--- src/hdl/mbet_pkg.sv ---
// Shared constants and types for the Mandelbrot escape-time block.
`timescale 1ns / 1ps

package mbet_pkg;

  // Q4.28 coordinates, Q8.56 products
  localparam int COORD_W    = 32;
  localparam int FRAC_BITS  = 28;
  localparam int PROD_W     = 2 * COORD_W;
  localparam int COUNT_W    = 16;

  // serial multiplier digit size
  localparam int DIGIT_W    = 4;
  localparam int NUM_DIGITS = COORD_W / DIGIT_W;
  localparam int DCNT_W     = $clog2(NUM_DIGITS);

  // |z|^2 >= 4.0 in Q8.56 means any bit at or above 2^58 is set
  localparam int ESC_BIT    = 2 * FRAC_BITS + 2;

  localparam logic [COUNT_W-1:0] LIMIT_RESET = 16'd511;

  typedef enum logic [2:0] {
    ST_IDLE,
    ST_MUL,
    ST_SUM,
    ST_TEST,
    ST_HOLD
  } state_t;

endpackage

--- src/hdl/mbet_ser_mul.sv ---
// Digit-serial signed 32x32 multiplier, one 4-bit digit of b per cycle.
`timescale 1ns / 1ps

module mbet_ser_mul (
  input  logic                          clk,
  input  logic                          rst,
  input  logic                          start,
  input  logic [mbet_pkg::COORD_W-1:0]  a,
  input  logic [mbet_pkg::COORD_W-1:0]  b,
  output logic                          done,
  output logic [mbet_pkg::PROD_W-1:0]   product
);

  localparam int AW = mbet_pkg::COORD_W;
  localparam int DW = mbet_pkg::DIGIT_W;
  localparam int SW = AW + DW + 1;

  logic [AW-1:0]                 a_reg;
  logic [AW-1:0]                 b_sr;
  logic [AW:0]                   acc;
  logic [AW-1:0]                 lo;
  logic [mbet_pkg::DCNT_W-1:0]   cnt;
  logic                          busy;

  logic                          last;
  logic [DW:0]                   digit;
  logic [SW-1:0]                 pp;
  logic [SW-1:0]                 sum;

  // top digit of b carries negative weight
  assign last  = (cnt == mbet_pkg::DCNT_W'(mbet_pkg::NUM_DIGITS - 1));
  assign digit = {last & b_sr[DW-1], b_sr[DW-1:0]};
  assign pp    = {{(DW + 1){a_reg[AW-1]}}, a_reg} * {{AW{digit[DW]}}, digit};
  assign sum   = {{DW{acc[AW]}}, acc} + pp;

  assign product = {acc[AW-1:0], lo};

  always_ff @(posedge clk) begin
    if (rst) begin
      busy <= 1'b0;
      done <= 1'b0;
      cnt  <= '0;
    end else begin
      done <= 1'b0;
      if (start) begin
        busy <= 1'b1;
        cnt  <= '0;
      end else if (busy) begin
        cnt <= cnt + 1'b1;
        if (last) begin
          busy <= 1'b0;
          done <= 1'b1;
        end
      end
    end
  end

  always_ff @(posedge clk) begin
    if (start) begin
      a_reg <= a;
      b_sr  <= b;
      acc   <= '0;
      lo    <= '0;
    end else if (busy) begin
      b_sr <= {{DW{1'b0}}, b_sr[AW-1:DW]};
      acc  <= sum[SW-1:DW];
      lo   <= {sum[DW-1:0], lo[AW-1:DW]};
    end
  end

endmodule

--- src/hdl/mandelbrot_escape_time.sv ---
// Top level of the Mandelbrot escape-time counter: control, update and result register.
`timescale 1ns / 1ps
//
// Usage:
//   Point channel (point_valid / point_stall, c_real, c_imag): one complex
//   point c in signed Q4.28. A transfer happens when point_valid is high
//   and point_stall is low; the block stalls while a point is in work.
//   Result channel (result_valid / result_stall, iteration_count): one
//   count per point, held steady while result_stall is high.
//   Config channel (cfg_valid / cfg_ready, max_iterations): cfg_ready is
//   always high; write only while the block is idle. Reset value is 511.
// Iteration:
//   Each iteration runs through the three digit-serial multipliers (x*x,
//   y*y, x*y, 4 bits per cycle), then hands over the products, then forms
//   the Q8.56 sum and difference, then does the escape test and z update.
// Reset (rst, synchronous): returns to idle, drops result_valid and loads
//   the default limit. A stalled result waits in the output register; the
//   next point is taken meanwhile and its result waits for the register.

module mandelbrot_escape_time (
  input  logic                                clk,
  input  logic                                rst,
  input  logic                                point_valid,
  output logic                                point_stall,
  input  logic signed [mbet_pkg::COORD_W-1:0] c_real,
  input  logic signed [mbet_pkg::COORD_W-1:0] c_imag,
  output logic                                result_valid,
  input  logic                                result_stall,
  output logic [mbet_pkg::COUNT_W-1:0]        iteration_count,
  input  logic                                cfg_valid,
  output logic                                cfg_ready,
  input  logic [mbet_pkg::COUNT_W-1:0]        max_iterations
);

  localparam int CW = mbet_pkg::COORD_W;
  localparam int PW = mbet_pkg::PROD_W;
  localparam int FB = mbet_pkg::FRAC_BITS;

  mbet_pkg::state_t              state, state_next;
  logic [mbet_pkg::COUNT_W-1:0]  limit;
  logic [mbet_pkg::COUNT_W-1:0]  count;
  logic [CW-1:0]                 cr, ci;
  logic [CW-1:0]                 diff_hi;
  logic                          escaped;

  logic [CW-1:0]  op_x, op_y;
  logic [CW-1:0]  new_x, new_y;
  logic [PW-1:0]  xx_p, yy_p, xy_p;
  logic [PW-1:0]  sum_sq, diff;
  logic           mul_start, mul_done;
  logic           mul_done_xx, mul_done_yy, mul_done_xy;
  logic           load_result, out_free, go_on, accept, iter_step;

  assign cfg_ready = 1'b1;
  assign accept    = point_valid & ~point_stall;

  mbet_ser_mul u_mul_xx (
    .clk(clk), .rst(rst), .start(mul_start), .a(op_x), .b(op_x),
    .done(mul_done_xx), .product(xx_p)
  );

  mbet_ser_mul u_mul_yy (
    .clk(clk), .rst(rst), .start(mul_start), .a(op_y), .b(op_y),
    .done(mul_done_yy), .product(yy_p)
  );

  mbet_ser_mul u_mul_xy (
    .clk(clk), .rst(rst), .start(mul_start), .a(op_x), .b(op_y),
    .done(mul_done_xy), .product(xy_p)
  );

  // all three run in lockstep
  assign mul_done = mul_done_xx & mul_done_yy & mul_done_xy;

  // Q8.56 sum for the radius test, difference for the real update
  assign sum_sq = xx_p + yy_p;
  assign diff   = xx_p - yy_p;

  // floor((v + c*2^28) / 2^28) keeps the low bits of v, so only upper bits add
  assign new_x = diff_hi + cr;
  assign new_y = xy_p[CW+FB-2:FB-1] + ci;

  assign go_on    = (count < limit) & ~escaped;
  assign out_free = ~result_valid | ~result_stall;

  // multiplier operands: fresh point when idle, updated z otherwise
  assign op_x = (state == mbet_pkg::ST_IDLE) ? c_real : new_x;
  assign op_y = (state == mbet_pkg::ST_IDLE) ? c_imag : new_y;

  always_ff @(posedge clk) begin
    if (rst) begin
      state <= mbet_pkg::ST_IDLE;
    end else begin
      state <= state_next;
    end
  end

  always_comb begin
    state_next  = state;
    mul_start   = 1'b0;
    load_result = 1'b0;
    iter_step   = 1'b0;
    point_stall = 1'b1;
    unique case (state)
      mbet_pkg::ST_IDLE: begin
        point_stall = 1'b0;
        if (point_valid) begin
          mul_start  = 1'b1;
          state_next = mbet_pkg::ST_MUL;
        end
      end
      mbet_pkg::ST_MUL: begin
        if (mul_done) begin
          state_next = mbet_pkg::ST_SUM;
        end
      end
      mbet_pkg::ST_SUM: begin
        state_next = mbet_pkg::ST_TEST;
      end
      mbet_pkg::ST_TEST: begin
        if (go_on) begin
          mul_start  = 1'b1;
          iter_step  = 1'b1;
          state_next = mbet_pkg::ST_MUL;
        end else if (out_free) begin
          load_result = 1'b1;
          state_next  = mbet_pkg::ST_IDLE;
        end else begin
          state_next = mbet_pkg::ST_HOLD;
        end
      end
      mbet_pkg::ST_HOLD: begin
        if (out_free) begin
          load_result = 1'b1;
          state_next  = mbet_pkg::ST_IDLE;
        end
      end
      default: begin
        state_next = mbet_pkg::ST_IDLE;
      end
    endcase
  end

  // iteration limit register
  always_ff @(posedge clk) begin
    if (rst) begin
      limit <= mbet_pkg::LIMIT_RESET;
    end else if (cfg_valid && cfg_ready) begin
      limit <= max_iterations;
    end
  end

  // point, counter and per-iteration results
  always_ff @(posedge clk) begin
    if (accept) begin
      cr    <= c_real;
      ci    <= c_imag;
      count <= '0;
    end else if (iter_step) begin
      count <= count + 1'b1;
    end
    if (state == mbet_pkg::ST_SUM) begin
      escaped <= |sum_sq[PW-1:mbet_pkg::ESC_BIT];
      diff_hi <= diff[CW+FB-1:FB];
    end
  end

  // output register
  always_ff @(posedge clk) begin
    if (rst) begin
      result_valid <= 1'b0;
    end else if (load_result) begin
      result_valid <= 1'b1;
    end else if (!result_stall) begin
      result_valid <= 1'b0;
    end
  end

  always_ff @(posedge clk) begin
    if (load_result) begin
      iteration_count <= count;
    end
  end

endmodule
--- config.mk ---
export PLATFORM = sky130hd
export DESIGN_NAME = mandelbrot_escape_time
export DESIGN_NICKNAME = d
export VERILOG_FILES = /design/src/hdl/mbet_pkg.sv /design/src/hdl/mbet_ser_mul.sv /design/src/hdl/mandelbrot_escape_time.sv
export SDC_FILE = /design/constraint.sdc
export NUM_CORES = 2
export LEC_CHECK = 0
export BUFFER_PORTS_ARGS = -buffer_cell sky130_fd_sc_hd__clkbuf_2
export CORE_MARGIN = 5
export CORE_UTILIZATION = 41
export DETAILED_ROUTE_END_ITERATION = 7
export HOLD_SLACK_MARGIN = 0.08
export PLACE_DENSITY_LB_ADDON = 0.1
export SETUP_SLACK_MARGIN = 0.1
export SLEW_MARGIN = 15
export SYNTH_ARGS = -nofsm -noshare
export SYNTH_HDL_FRONTEND = slang
export SYNTH_HIERARCHICAL = 1
export SYNTH_SLANG_ARGS = --single-unit
--- constraint.sdc ---
create_clock -name clk -period 5.7 [get_ports clk]
set_input_delay 1.425 -clock clk [delete_from_list [all_inputs] [get_ports clk]]
set_output_delay 1.425 -clock clk [all_outputs]
set_load 0.02 [all_outputs]
==> impl_results.md <==
* Fin. Hold Viols at 0
* Routed WL at 133 mm
* Max Cap Viol at 0
* CP Data Arrival Time at 5.90 ns
* WL/cell at 20.2 um
* Area growth from synthesis to layout at 8.68%
* Final net count at 5932
* Worst Hold Class: reg2reg
* Fmax at 186 MHz
* GRT overflow at 0
* Clk_lat worst skew at 0.66 ns
* Io pins at 104
* Max clock buf depth at 3
* Worst ir drop on vdd at 0.367 mV
* GP Congestion at 0.878
* Power Density at 611 nW/um2
* Post-layout min period at 5.37 ns
* Biggest regs: u_mul_xx/acc x33, u_mul_xy/acc x33, u_mul_yy/acc x33
* Setup TNS Final at 0 ns
* Leak at 23.2 nW
* Via count at 34700
* 1st-iter DRT viols at 2153
* M2 GR Usage at 36.2%
* Sink Count at 524
* Slew headroom at 26.1%
* Core area at 116000 um2
* Vias in the first global route at 35000
* FILL cells at 11400
* GR Util met1 at 30.2%
* Die height at 351 um
* I/O Buffers at 102
* CTS tree: done
* Max-slew violations at 0
* Critical path required time at 6.23 ns
* Crit-path max FO at 5
* Setup crit start kind: flip-flop
* Die Width at 351 um
* Status: finished, final reports clean
* Global-route met3 utilization at 2.96%
* Post-Synthesis Cells at 5055
* Rows at 125
* Die area at 123000 um2
* Clock Skew at 0.0498 ns
* RSZ-0062 raised after global routing: true
* Post-route DRC at 0
* Overall Power at 31.6 mW
* Final period util at 94.2%
* CTS Buf Count at 70
* Ys Warns at 6
* Share of post-route cells with drive strength above 1 at 8.79%
* Initial antenna violation count at 6
* Via density at 5.25
* Hold-fix buffers at CTS at 0
* Largest net degree at the start of global routing at 114
* H-tree depth at 3
* DR pass1 iterations at 7
* Initial Util at 41.2%
* Final setup violation count at 0
* Busiest grt layer: met2
* Syn Nets at 5955
* Reg clk slew, reported paths at 0.06 ns
* Gr usage total at 21.7%
* Clk root buf: clkbuf_16
* Post-DP HPWL at 106 mm
* First-pass GRT wire length at 208 mm
* Final ANT Viol Nets at 0
* Critical Path Sink Type: flip-flop
* Mapped Area at 47600 um2
* Worst Tran Pin Value at 1.10 ns
* Mean Syn Cell Area at 9.42 um2
* Type of the worst setup path: reg2reg
cell type report:
cell class	count	area, um2	area share [%]
antenna	2	5.00	0.00967
clock buffer	93	1990	3.85
clock inverter	34	442	0.853
inverter	738	2770	5.36
multi-input combinational	3515	29900	57.8
sequential	524	13600	26.2
tap	1524	1910	3.68
timing repair buffer	183	1190	2.30
report_power, final:
part,internal [mW],switching (mW)
combinational,8.58,12.9
sequential,4.78,0.694
clock,2.85,1.83
layout by cell type (no fill, tap or decap), drive strengths merged, types with 10 or more instances in the layout:
master    n
and2    400
a21boi   11
nor2b    27
nor2    405
mux2     85
nor4     13
mux2i   125
or3      19
o21a     18
o41ai    11
nand2   259
or2      15
fa      392
xnor2   106
a21o     91
clkbuf  195
xor2     80
and3     28
nand3    74
a211oi   35
ha      423
inv     738
nand2b   39
a31oi    26
o21ai   192
a21oi   297
or4      15
nand4    38
and4     10
dfxtp   219
edfxtp  305
o31ai    25
buf      81
o21bai   39
nor3     54
o211ai   36
clkinv   21
layer usage:
metal,up-vias,share of wire (%),wire (um)
met5,-,0,0
met4,0,1.9,2550
met3,124,4.3,5690
met2,638,47,63300
met1,17200,46,61900
li1,16800,-,-
per-stage QoR:
stage | std cells | worst slack, ns | hold WS, ns | utilization, % | cell area [um2]
global placement | 6483 | 0.329 | 0.470 | 42.6 | 49300
global route | 6613 | 0.0186 | 0.510 | 44.7 | 51800
CTS | 6610 | 0.269 | 0.488 | 44.7 | 51700
detailed placement | 6483 | 0.274 | 0.479 | 42.6 | 49300
finish | 6613 | 0.330 | 0.481 | 44.7 | 51800
floorplan | 5055 | 0.600 | 0.442 | - | 47600
worst max-delay path, cell delays in order, from the launching register on:
cell,delay [ns]
dfxtp_1,0.35
ha_1,0.16
ha_1,0.18
nand2_1,0.15
or2_2,0.33
fa_1,0.51
fa_1,0.53
fa_1,0.51
fa_1,0.51
inv_1,0.07
fa_1,0.50
a211oi_2,0.30
o21ai_4,0.12
a21oi_1,0.16
buf_4,0.17
a2111oi_1,0.08
buf_4,0.15
a211oi_1,0.27
xor2_1,0.17
o21ai_1,0.06
worst paths after layout:
kind,start,to,slack (ns),cells after the start
max,u_mul_xx/cnt[0],u_mul_xx/acc[29],0.33,19
max reg2reg,u_mul_xx/cnt[0],u_mul_xx/acc[29],0.33,19
min,limit[0],limit[0],0.48,2
min reg2reg,limit[0],limit[0],0.48,2
repair_timing:
| action | CTS | global route |
|---|---|---|
| resized for setup | 0 | 5 |
| setup buffers | 0 | 1 |
| endpoints found under the setup margin | 0 | 11 |
No activity file was read; power rests on OpenSTA's default activity.
